--- src/spm_pkg.sv ---
// ----------------------------------------------------------------------------
// spm_pkg
// Shared constants, types and register codes of the stream pattern masker.
// ----------------------------------------------------------------------------
package spm_pkg;

  localparam int PATTERN_MAX = 8;
  localparam int WIN_DEPTH   = PATTERN_MAX + 1;
  localparam int FILL_W      = $clog2(WIN_DEPTH + 1);
  localparam int IDX_W       = $clog2(WIN_DEPTH);
  localparam int GUARD_W     = (PATTERN_MAX > 1) ? $clog2(PATTERN_MAX) : 1;
  localparam int LEN_W       = 4;
  localparam int PAT_W       = 64;
  localparam int CFG_IDX_W   = 2;

  localparam logic [7:0] STAR_BYTE = 8'h2A;

  typedef enum logic [CFG_IDX_W-1:0] {
    REG_PATTERN_BYTES  = 2'd0,
    REG_PATTERN_LENGTH = 2'd1
  } reg_idx_t;

  typedef struct packed {
    logic [PAT_W-1:0] pattern;
    logic [LEN_W-1:0] eff_len;
  } cfg_t;

  typedef struct packed {
    logic       valid;
    logic [7:0] out_byte;
    logic       end_of_stream;
  } emit_t;

endpackage

--- src/spm_if.sv ---
// ----------------------------------------------------------------------------
// spm_if
// Valid/ready channels of the stream pattern masker: input bytes, result
// bytes and configuration writes.
// ----------------------------------------------------------------------------
interface spm_in_if;
  logic       valid;
  logic       ready;
  logic [7:0] data_byte;
  logic       last_byte;

  modport source (output valid, output data_byte, output last_byte, input ready);
  modport sink   (input valid, input data_byte, input last_byte, output ready);
endinterface

interface spm_out_if;
  logic       valid;
  logic       ready;
  logic [7:0] out_byte;
  logic       end_of_stream;

  modport source (output valid, output out_byte, output end_of_stream, input ready);
  modport sink   (input valid, input out_byte, input end_of_stream, output ready);
endinterface

interface spm_cfg_if;
  logic                          valid;
  logic                          ready;
  logic [spm_pkg::CFG_IDX_W-1:0] index;
  logic [spm_pkg::PAT_W-1:0]     data;

  modport source (output valid, output index, output data, input ready);
  modport sink   (input valid, input index, input data, output ready);
endinterface

--- src/spm_cfg_regs.sv ---
// ----------------------------------------------------------------------------
// spm_cfg_regs
// Pattern and pattern length registers, with the length clamped to the
// supported range.
// ----------------------------------------------------------------------------
module spm_cfg_regs (
  input  logic           clk,
  input  logic           rst,
  spm_cfg_if.sink        cfg,
  output spm_pkg::cfg_t  cfg_out
);

  logic [spm_pkg::PAT_W-1:0] pattern_bytes;
  logic [spm_pkg::LEN_W-1:0] pattern_length;

  assign cfg.ready = 1'b1;

  always_ff @(posedge clk) begin
    if (rst) begin
      pattern_bytes  <= '0;
      pattern_length <= spm_pkg::LEN_W'(1);
    end else if (cfg.valid) begin
      case (cfg.index)
        spm_pkg::REG_PATTERN_BYTES:  pattern_bytes  <= cfg.data;
        spm_pkg::REG_PATTERN_LENGTH: pattern_length <= cfg.data[spm_pkg::LEN_W-1:0];
        default: ;
      endcase
    end
  end

  always_comb begin
    cfg_out.pattern = pattern_bytes;
    if (pattern_length == '0) begin
      cfg_out.eff_len = spm_pkg::LEN_W'(1);
    end else if (int'(pattern_length) > spm_pkg::PATTERN_MAX) begin
      cfg_out.eff_len = spm_pkg::LEN_W'(spm_pkg::PATTERN_MAX);
    end else begin
      cfg_out.eff_len = pattern_length;
    end
  end

endmodule

--- src/spm_window.sv ---
// ----------------------------------------------------------------------------
// spm_window
// Byte window with parallel pattern compare; releases one decided byte per
// cycle from its front on take; takes one new byte per cycle at back if ready.
// ----------------------------------------------------------------------------
module spm_window (
  input  logic           clk,
  input  logic           rst,
  input  spm_pkg::cfg_t  cfg,
  spm_in_if.sink         stream,
  input  logic           take,
  output spm_pkg::emit_t emit
);

  logic [7:0]                   win [spm_pkg::WIN_DEPTH];
  logic [7:0]                   win_next [spm_pkg::WIN_DEPTH];
  logic [7:0]                   shifted [spm_pkg::WIN_DEPTH];
  logic [spm_pkg::FILL_W-1:0]   fill;
  logic [spm_pkg::FILL_W-1:0]   fill_next;
  logic [spm_pkg::GUARD_W-1:0]  guard;
  logic [spm_pkg::GUARD_W-1:0]  guard_next;
  spm_pkg::cfg_t                cfg_held;
  logic                         flushing;
  logic                         hit;
  logic                         enough;
  logic                         starred;
  logic                         pop;
  logic                         accept;
  logic [spm_pkg::IDX_W-1:0]    wpos;

  assign stream.ready = !flushing && (int'(fill) < spm_pkg::WIN_DEPTH);
  assign accept       = stream.valid && stream.ready;

  always_comb begin
    hit = 1'b1;
    for (int k = 0; k < spm_pkg::PATTERN_MAX; k++) begin
      if ((k < int'(cfg_held.eff_len)) && (win[k] != cfg_held.pattern[8*k +: 8])) begin
        hit = 1'b0;
      end
    end
  end

  assign enough  = int'(fill) >= int'(cfg_held.eff_len);
  assign starred = (guard != '0) || (enough && hit);

  always_comb begin
    emit.valid         = (guard != '0) || enough || (flushing && (fill != '0));
    emit.out_byte      = starred ? spm_pkg::STAR_BYTE : win[0];
    emit.end_of_stream = flushing && (fill == spm_pkg::FILL_W'(1));
  end

  assign pop  = emit.valid && take;
  assign wpos = spm_pkg::IDX_W'(fill - spm_pkg::FILL_W'(pop));

  always_comb begin
    for (int i = 0; i < spm_pkg::WIN_DEPTH - 1; i++) begin
      shifted[i] = pop ? win[i+1] : win[i];
    end
    shifted[spm_pkg::WIN_DEPTH-1] = win[spm_pkg::WIN_DEPTH-1];
    for (int i = 0; i < spm_pkg::WIN_DEPTH; i++) begin
      win_next[i] = (accept && (wpos == spm_pkg::IDX_W'(i))) ? stream.data_byte : shifted[i];
    end
  end

  assign fill_next = fill + spm_pkg::FILL_W'(accept) - spm_pkg::FILL_W'(pop);

  always_comb begin
    guard_next = guard;
    if (pop) begin
      if (guard != '0) begin
        guard_next = guard - spm_pkg::GUARD_W'(1);
      end else if (enough && hit) begin
        guard_next = spm_pkg::GUARD_W'(cfg_held.eff_len - spm_pkg::LEN_W'(1));
      end
    end
  end

  always_ff @(posedge clk) begin
    win <= win_next;
  end

  always_ff @(posedge clk) begin
    if (rst) begin
      fill             <= '0;
      guard            <= '0;
      flushing         <= 1'b0;
      cfg_held.pattern <= '0;
      cfg_held.eff_len <= spm_pkg::LEN_W'(1);
    end else begin
      fill  <= fill_next;
      guard <= guard_next;
      if (accept) begin
        cfg_held <= cfg;
      end
      if (accept && stream.last_byte) begin
        flushing <= 1'b1;
      end else if (pop && emit.end_of_stream) begin
        flushing <= 1'b0;
      end
    end
  end

endmodule

--- src/spm_out_reg.sv ---
// ----------------------------------------------------------------------------
// spm_out_reg
// Result register between the window and the downstream channel.
// ----------------------------------------------------------------------------
module spm_out_reg (
  input  logic           clk,
  input  logic           rst,
  input  spm_pkg::emit_t emit,
  output logic           take,
  spm_out_if.source      result
);

  logic       valid;
  logic [7:0] out_byte;
  logic       end_of_stream;

  assign take = !valid || result.ready;

  always_ff @(posedge clk) begin
    if (rst) begin
      valid <= 1'b0;
    end else if (take) begin
      valid <= emit.valid;
    end
  end

  always_ff @(posedge clk) begin
    if (take && emit.valid) begin
      out_byte      <= emit.out_byte;
      end_of_stream <= emit.end_of_stream;
    end
  end

  assign result.valid         = valid;
  assign result.out_byte      = out_byte;
  assign result.end_of_stream = end_of_stream;

endmodule

--- src/stream_pattern_masker_core.sv ---
// ----------------------------------------------------------------------------
// stream_pattern_masker_core
// Byte stream filter that replaces each occurrence of a pattern by asterisks.
// ----------------------------------------------------------------------------
// Takes and gives one byte per cycle when not stalled. A byte leaves once it
// can no longer start a match, so results trail the input by up to
// pattern_length - 1 bytes plus the result register; the one-byte-a-cycle
// front of the window sets the rate. After a byte marked last the input is
// held until the window has drained, up to PATTERN_MAX + 1 results, and the
// final result carries end_of_stream. Write the registers only while idle.
module stream_pattern_masker_core (
  input  logic      clk,
  input  logic      rst,
  spm_cfg_if.sink   cfg,
  spm_in_if.sink    stream,
  spm_out_if.source result
);

  spm_pkg::cfg_t  cfg_val;
  spm_pkg::emit_t emit;
  logic           take;

  spm_cfg_regs u_cfg (
    .clk     (clk),
    .rst     (rst),
    .cfg     (cfg),
    .cfg_out (cfg_val)
  );

  spm_window u_window (
    .clk    (clk),
    .rst    (rst),
    .cfg    (cfg_val),
    .stream (stream),
    .take   (take),
    .emit   (emit)
  );

  spm_out_reg u_out (
    .clk    (clk),
    .rst    (rst),
    .emit   (emit),
    .take   (take),
    .result (result)
  );

endmodule

--- src/flat_wrapper.sv ---
// flat-port wrapper written by rule: the top's interface ports become plain ports
module stream_pattern_masker_core_flat 
  (clk, rst, cfg_valid, cfg_index, cfg_data, cfg_ready, stream_valid, stream_data_byte, stream_last_byte, stream_ready, result_valid, result_out_byte, result_end_of_stream, result_ready);
  spm_cfg_if cfg_i ();
  spm_in_if stream_i ();
  spm_out_if result_i ();
  input  logic clk;
  input  logic rst;
  input wire logic [$bits(cfg_i.valid)-1:0] cfg_valid;
  input wire logic [$bits(cfg_i.index)-1:0] cfg_index;
  input wire logic [$bits(cfg_i.data)-1:0] cfg_data;
  output wire logic [$bits(cfg_i.ready)-1:0] cfg_ready;
  input wire logic [$bits(stream_i.valid)-1:0] stream_valid;
  input wire logic [$bits(stream_i.data_byte)-1:0] stream_data_byte;
  input wire logic [$bits(stream_i.last_byte)-1:0] stream_last_byte;
  output wire logic [$bits(stream_i.ready)-1:0] stream_ready;
  output wire logic [$bits(result_i.valid)-1:0] result_valid;
  output wire logic [$bits(result_i.out_byte)-1:0] result_out_byte;
  output wire logic [$bits(result_i.end_of_stream)-1:0] result_end_of_stream;
  input wire logic [$bits(result_i.ready)-1:0] result_ready;
  assign cfg_i.valid = cfg_valid;
  assign cfg_i.index = cfg_index;
  assign cfg_i.data = cfg_data;
  assign cfg_ready = cfg_i.ready;
  assign stream_i.valid = stream_valid;
  assign stream_i.data_byte = stream_data_byte;
  assign stream_i.last_byte = stream_last_byte;
  assign stream_ready = stream_i.ready;
  assign result_valid = result_i.valid;
  assign result_out_byte = result_i.out_byte;
  assign result_end_of_stream = result_i.end_of_stream;
  assign result_i.ready = result_ready;
  stream_pattern_masker_core u_core (.clk(clk), .rst(rst), .cfg(cfg_i), .stream(stream_i), .result(result_i));
endmodule
--- config.mk ---
export PLATFORM = sky130hd
export DESIGN_NAME = stream_pattern_masker_core_flat
export DESIGN_NICKNAME = d
export VERILOG_FILES = /design/src/spm_pkg.sv /design/src/spm_if.sv /design/src/spm_cfg_regs.sv /design/src/spm_window.sv /design/src/spm_out_reg.sv /design/src/stream_pattern_masker_core.sv /design/src/flat_wrapper.sv
export SDC_FILE = /design/constraint.sdc
export NUM_CORES = 1
export LEC_CHECK = 0
export BUFFER_PORTS_ARGS = -buffer_cell sky130_fd_sc_hd__buf_2
export CORE_UTILIZATION = 55
export CTS_BUF_LIST = sky130_fd_sc_hd__clkbuf_4
export DETAILED_ROUTE_END_ITERATION = 7
export HOLD_SLACK_MARGIN = 0.02
export PLACE_DENSITY = 0.82
export SYNTH_ARGS = -nofsm -noshare
export SYNTH_HDL_FRONTEND = slang
export SYNTH_HIERARCHICAL = 1
export SYNTH_SLANG_ARGS = --single-unit
export TNS_END_PERCENT = 50
--- constraint.sdc ---
create_clock -name clk -period 3.38 [get_ports clk]
set_input_delay 0.338 -clock clk [delete_from_list [all_inputs] [get_ports clk]]
set_output_delay 0.338 -clock clk [all_outputs]
set_load 0.03 [all_outputs]
After elaboration in Yosys (flattened, before gate mapping)
Cells that the tools add are included.
- add/subtract/negate cells: 5
- $mul: 0
- div/mod/pow operators: 0
- magnitude comparators: 11
- equality and inequality tests: 18
- shift-type cells: 0
- muxes and demuxes: 30
- bitwise operators: 0
- reductions and logical operators: 49
- operators by type and width (cell ; count):
    $mux W8 ; 16
    $ne A8 B8 Y1 ; 8
    $logic_and A1 B1 Y1 ; 25
    $reduce_bool A2 Y1 ; 10
    $eq A4 B3 Y1 const B ; 4
    $lt A3 B4 Y1 const A ; 4
    $mux W1 ; 10
    $eq A4 B1 Y1 const B ; 2
    $eq A4 B2 Y1 const B ; 2
    $logic_not A4 Y1 ; 2
    $lt A1 B4 Y1 const A ; 2
    $lt A2 B4 Y1 const A ; 2
    $mux W4 ; 2
    $sub A4 B1 Y4 ; 2
    $mux W3 ; 2
    $reduce_and A2 Y1 ; 3
    $sub A3 B1 Y3 const B ; 2
    $add A4 B1 Y4 ; 1
    $eq A4 B4 Y1 const B ; 1
    $ge A4 B4 Y1 ; 1
    $gt A4 B4 Y1 const B ; 1
    $logic_or A1 B1 Y1 ; 4
    $lt A4 B4 Y1 const B ; 1
    $reduce_bool A4 Y1 ; 1
    4 further kinds ; 5
- register bits: 226
- bits in latches: 0
- bits in writable memories: 0
- ROM bits: 0
- input bits: 80
- output and inout port bits: 12
- word-level logic and storage cells: 132
- memories: 0

Depth between registers and ports, before layout
- word-level depth: 13
- gate-level depth with buffers: 17
- depth with buffers taken out: 16

Modules after synthesis
The synthesis kept the hierarchy.
- by module, submodules not included (module ; instances ; cells an instance ; area each (um^2) ; sequential area each (um^2)):
    spm_window ; 1 ; 653 ; 6946.7 ; 3683.5
    spm_cfg_regs ; 1 ; 299 ; 3119.2 ; 1361.3
    spm_out_reg ; 1 ; 14 ; 325.3 ; 290.3

Worst setup path before layout
OpenSTA, ideal clock, no wires.
- path type: register to register
- start point: register u_core/u_window/fill[0] in the netlist's numbering
- end point: register u_core/u_window/win[24] in the netlist's numbering (enable)
- library setup time: 384 ps
- data arrival time: 3052 ps
- data required time: 2996 ps
- setup slack: -56 ps
- stages on the path, launching flop included: 14
- buffers on the path: 0
- period minus slack after synthesis: 3436 ps
- cells stage by stage: dfxtp_1 inv_1 ha_1 nand2b_1 a21o_1 a21o_1 a211oi_2 nand2b_1 inv_1 ha_1 ha_1 xor2_1 nand2_1 o21ai_0
- longest elaborated chain between the ends: 8
- elaborated cells between the ends (all ways): 13
- those cells by class: add/sub: 1; order compare: 2; eq/ne: 1; reduce/logical: 9
- RTL lines (item ; RTL line ; source):
    start, declared ; spm_window.sv:18 ; logic [spm_pkg::FILL_W-1:0] fill;
    start signal, assigned ; spm_window.sv:90 ; fill <= fill_next;
    $ge A4 B4 Y1 or $reduce_bool A4 Y1 (tied branches) ; spm_window.sv:43, spm_window.sv:47 ;
    $logic_or A1 B1 Y1 or $logic_and A1 B1 Y1 (tied branches) ; spm_window.sv:47 ; emit.valid = (guard != '0) || enough || (flushing && (fill != '0));
    $logic_or A1 B1 Y1 ; spm_window.sv:47 ;
    $logic_and A1 B1 Y1 ; spm_window.sv:52 ; assign pop = emit.valid && take;
    $sub A4 B1 Y4 ; spm_window.sv:53 ; assign wpos = spm_pkg::IDX_W'(fill - spm_pkg::FILL_W'(pop));
    $eq A4 B3 Y1 ; spm_window.sv:61 ; win_next[i] = (accept && (wpos == spm_pkg::IDX_W'(i))) ? stream.data_byte : shifted[i];
    $logic_and A1 B1 Y1 ; spm_window.sv:61 ;
    $reduce_bool A2 Y1 (no source line) (*) ; n/a ;
    end signal, assigned ; spm_window.sv:79 ; win <= win_next;
    end, declared ; spm_window.sv:15 ; logic [7:0] win [spm_pkg::WIN_DEPTH];
Every way passes the cells marked *; elsewhere a longest branch is shown, timed or not.
A chain may end at the register's enable or synchronous reset.

==> run_summary.xml <==
<?xml version="1.0" encoding="UTF-8"?>
<metrics>
  <group name="synth">
    <metric name="yosys_warnings" unit="">6</metric>
    <metric name="syn-num-nets" unit="">1063</metric>
    <metric name="synth_area_leader_cell" unit="">sky130_fd_sc_hd__dfxtp_1</metric>
    <metric name="synthesis.instances" unit="">966</metric>
    <metric name="ys_top_cells_by_count" unit="">149 x sky130_fd_sc_hd__nand2_1, 145 x sky130_fd_sc_hd__dfxtp_1, 134 x sky130_fd_sc_hd__nand2b_1</metric>
    <metric name="synth_enable_flop_cells" unit="">81</metric>
    <metric name="synth_area_leaders" unit="">sky130_fd_sc_hd__dfxtp_1 28%, sky130_fd_sc_hd__edfxtp_1 23%, sky130_fd_sc_hd__nand2b_1 8.1%, sky130_fd_sc_hd__mux2i_1 6.6%, sky130_fd_sc_hd__mux2_2 6.0%</metric>
    <metric name="share_of_flip_flops_with_an_asynchronous_set_or_reset_after_synthesis" unit="%">0</metric>
    <metric name="synth_seq_area_share" unit="%">51.3</metric>
    <metric name="post_synth_instance_area" unit="sq um">10400</metric>
    <metric name="cell_with_the_most_instances_after_synthesis" unit="">sky130_fd_sc_hd__nand2_1</metric>
    <metric name="synthDominantCellAreaShare" unit="%">27.9</metric>
    <metric name="postSynthRegisterBits" unit="">226</metric>
    <metric name="avgSynthCellArea" unit="sq um">10.8</metric>
    <metric name="main_synth_ff_type" unit="">sky130_fd_sc_hd__dfxtp_1</metric>
    <metric name="post_synthesis_cell_type_count" unit="">58</metric>
  </group>
  <group name="clock_tree">
    <metric name="cts_sinks" unit="">226</metric>
    <metric name="clock_buffer_count_from_cts" unit="">56</metric>
    <metric name="cts_max_level" unit="">2</metric>
    <metric name="root_buffer" unit="">sky130_fd_sc_hd__clkbuf_4</metric>
    <metric name="worstSkewPairLatency" unit="ns">0.65</metric>
    <metric name="cts_tree" unit="">built</metric>
    <metric name="clkTransAtPathRegs" unit="ns">0.07</metric>
    <metric name="cts-root-to-sink-buffers" unit="">3</metric>
  </group>
  <group name="timing">
    <metric name="final.min_clock_period" unit="ns">3.37</metric>
    <metric name="fin_worst_skew" unit="ns">0.0290</metric>
    <metric name="rsz0062_at_grt" unit="">true</metric>
    <metric name="fin_hold_ws" unit="ns">0.0750</metric>
    <metric name="final-max-slew-violation-count" unit="">0</metric>
    <metric name="max_slew_margin" unit="%">47.0</metric>
    <metric name="fmax" unit="MHz">297</metric>
    <metric name="finalHoldViolations" unit="">0</metric>
    <metric name="final_min_period_over_clock_period" unit="%">99.6</metric>
    <metric name="worst-slew-pin-transition" unit="ns">0.794</metric>
    <metric name="timing.final.setup_violations" unit="">0</metric>
  </group>
  <group name="cells_and_area">
    <metric name="design.final.nets" unit="">1251</metric>
    <metric name="stdcell_area" unit="sq um">12500</metric>
    <metric name="area_growth" unit="%">20.6</metric>
    <metric name="fillers" unit="">1353</metric>
    <metric name="post_route_cells_drive_above_1_share" unit="%">25.3</metric>
  </group>
  <group name="global_route">
    <metric name="grt_pass1_vias" unit="">7432</metric>
    <metric name="grt.overflow.total" unit="">0</metric>
    <metric name="grt_max_degree" unit="">212</metric>
    <metric name="grt_use_total" unit="%">22.5</metric>
    <metric name="grt_antenna_before_repair" unit="">1</metric>
    <metric name="grt_first_pass_wirelength" unit="um">35500</metric>
  </group>
  <group name="placed_design">
    <metric name="port_buffers" unit="">90</metric>
    <metric name="detailedPlacementHpwl" unit="um">13300</metric>
    <metric name="globalplace.congestion" unit="">0.857</metric>
    <metric name="dpl-instance-area" unit="sq um">11000</metric>
  </group>
  <group name="die">
    <metric name="effective_utilization_at_floorplan" unit="%">57.1</metric>
    <metric name="placementRows" unit="">49</metric>
    <metric name="fp.dieH" unit="um">139</metric>
    <metric name="design.core.area" unit="sq um">18200</metric>
    <metric name="design.die.area" unit="sq um">19400</metric>
    <metric name="chipWidth" unit="um">139</metric>
    <metric name="boundaryPins" unit="">92</metric>
  </group>
  <group name="routing">
    <metric name="drt_pre_antenna_iters" unit="">5</metric>
    <metric name="postRouteWirelength" unit="um">21400</metric>
    <metric name="first_iter_violations" unit="">401</metric>
    <metric name="via_per_inst" unit="">5.18</metric>
    <metric name="route.detailed.wl_per_inst" unit="um">15.0</metric>
    <metric name="drcViolationCount" unit="">0</metric>
    <metric name="drt_antenna_net_count" unit="">0</metric>
    <metric name="via_count" unit="">7387</metric>
  </group>
  <group name="worst_setup_path">
    <metric name="timing.setup.critical_path_class" unit="">reg -&gt; reg</metric>
    <metric name="worst-endpoint-required" unit="ns">3.75</metric>
    <metric name="timing.critical_path.to_type" unit="">flop</metric>
    <metric name="crit_path_start_kind" unit="">flop</metric>
    <metric name="critPathArrivalTime" unit="ns">3.74</metric>
    <metric name="worstPathMaxFanout" unit="">5</metric>
  </group>
  <group name="power_and_ir_drop">
    <metric name="seq_power_share" unit="%">43.5</metric>
    <metric name="p_comb_share" unit="%">34.0</metric>
    <metric name="cellInternalPower" unit="mW">6.47</metric>
    <metric name="p_leak" unit="nW">4.65</metric>
    <metric name="vdd_drop_max" unit="uV">460</metric>
    <metric name="total_power_per_unit_cell_area" unit="nW/um^2">781</metric>
    <metric name="power.net_switching" unit="mW">3.31</metric>
    <metric name="clock_power_share" unit="%">22.6</metric>
    <metric name="switching_share" unit="%">33.9</metric>
  </group>
  <group name="flow_run">
    <metric name="cap_violations" unit="">0</metric>
  </group>
  <group name="outcome">
    <metric name="status" unit="">finished clean</metric>
  </group>
  <group name="hold_path">
    <metric name="hold_path.class" unit="">in -&gt; reg</metric>
  </group>
</metrics>
-- final timing paths --
kind,startpoint,to,slack (ns),cells after the start
worst max-delay path,u_core/u_window/fill[0],u_core/u_window/win[53],0.01,17
worst min-delay path,stream_data_byte[3],u_core/u_window/shifted[3],0.08,1
worst max register to register,u_core/u_window/fill[0],u_core/u_window/win[53],0.01,17
worst min register to register,u_core/u_cfg/pattern_bytes[50],u_core/u_window/cfg_held[54],0.45,2
-- worst max-delay path, cell delays in order, from the launching register on --
cell                       delay [ns]
sky130_fd_sc_hd__dfxtp_2         0.32
sky130_fd_sc_hd__inv_1           0.05
sky130_fd_sc_hd__ha_1            0.27
sky130_fd_sc_hd__nand2b_1        0.14
sky130_fd_sc_hd__a21o_1          0.17
sky130_fd_sc_hd__a21o_1          0.17
sky130_fd_sc_hd__a211oi_2        0.26
sky130_fd_sc_hd__nand2b_4        0.18
sky130_fd_sc_hd__inv_2           0.05
sky130_fd_sc_hd__ha_4            0.17
sky130_fd_sc_hd__ha_4            0.17
sky130_fd_sc_hd__xor2_2          0.17
sky130_fd_sc_hd__inv_1           0.11
sky130_fd_sc_hd__nand2_2         0.09
sky130_fd_sc_hd__nor2_4          0.11
sky130_fd_sc_hd__and3_4          0.21
sky130_fd_sc_hd__buf_6           0.14
sky130_fd_sc_hd__mux2_4          0.31
-- metrics by stage --
| step | cells | util (%) | total power, mW | setup TNS (ns) | setup slack [ns] |
|---|---|---|---|---|---|
| after floorplan | 966 | - | 6.33 | -0.597 | -0.0390 |
| after global placement | 1254 | 60.4 | 7.07 | -0.114 | -0.0146 |
| after detailed placement | 1254 | 60.4 | 7.18 | -3.27 | -0.130 |
| after CTS | 1423 | 68.2 | 9.54 | 0 | 0.0185 |
| after global routing | 1426 | 68.8 | 10.3 | -1.69 | -0.0768 |
| final | 1426 | 68.8 | 9.78 | 0 | 0.0131 |
-- cell usage in the layout, fill, tap and decap left out, drive strengths merged, types with 5 or more instances in the layout --
master,count
nand2,151
dfxtp,145
nand2b,135
buf,113
clkbuf,86
edfxtp,81
a21oi,78
dlygate4sd3,68
mux2i,68
mux2,64
xnor2,57
inv,16
ha,16
nor2,15
nand4,14
clkinv,14
xor2,10
o21ai,10
and2,7
nor4,5
-- power by group through the flow --
stage,clock network (mW),registers (mW),logic [mW]
2_1_floorplan,0,4.24,2.09
3_3_place_gp,0,4.28,2.79
3_5_place_dp,0,4.28,2.89
4_1_cts,2.27,4.24,3.03
5_1_grt,2.41,4.31,3.59
6_report,2.21,4.25,3.32
-- sequential cells by signal, summed over array words and instances (netlist names) --
register                           flops
u_core/u_window/fill                   4
u_core/u_window/shifted                8
u_core/u_out/result.out_byte           8
u_core/u_out/result.end_of_stream      1
u_core/u_window/win                   64
u_core/u_window/guard                  3
u_core/u_window/cfg_held              68
u_core/u_cfg/pattern_length            4
u_core/u_out/result.valid              1
u_core/u_window/flushing               1
u_core/u_cfg/pattern_bytes            64
-- kinds of logic (layout without fill, tap and decap cells) --
| kind of cell | count (synthesis) | count (layout) | share of synthesized area (%) |
|---|---|---|---|
| AND/OR/NAND/NOR | 355 | 356 | 18.0 |
| buffers and inverters | 68 | 297 | 3.71 |
| other | 1 | 2 | 0.0361 |
| multiplexers | 132 | 132 | 13.5 |
| XOR/XNOR | 67 | 67 | 5.65 |
| adder cells (fa/ha/maj) | 17 | 17 | 2.12 |
| AO/OA/AOI/OAI | 100 | 100 | 5.65 |
| flip-flops | 226 | 226 | 51.3 |
-- metal layers --
| layer | global-route usage, % | vias to the layer above | wire (um) | share of wire [%] |
|---|---|---|---|---|
| met1 | 28.7 | 3491 | 9740 | 46 |
| met2 | 37.6 | 187 | 10200 | 48 |
| met4 | 7.66 | 0 | 444 | 2.1 |
| met5 | 0 | - | 0 | 0 |
| met3 | 4.99 | 36 | 953 | 4.5 |
| li1 | - | 3673 | - | - |
-- area by class of cell --
cell class / instances / area, sq um / area share [%]
diodes: 1 / 2.50 / 0.0200
clock buffers: 86 / 646 / 5.15
clock inverters: 14 / 56.3 / 0.449
inverters: 16 / 60.1 / 0.479
multi-input cells: 673 / 4800 / 38.3
flip-flops and latches: 226 / 5340 / 42.6
well taps: 229 / 287 / 2.29
repair buffers: 181 / 1340 / 10.7
-- timing repair --
action,CTS,global route
setup endpoints to repair,102,104
endpoints found under the hold margin,72,0
gates cloned,1,1
pin swaps,5,6
gates resized for setup,10,23
buffers inserted,0,1
hold buffers,68,0
No activity file was read; power rests on OpenSTA's default activity.
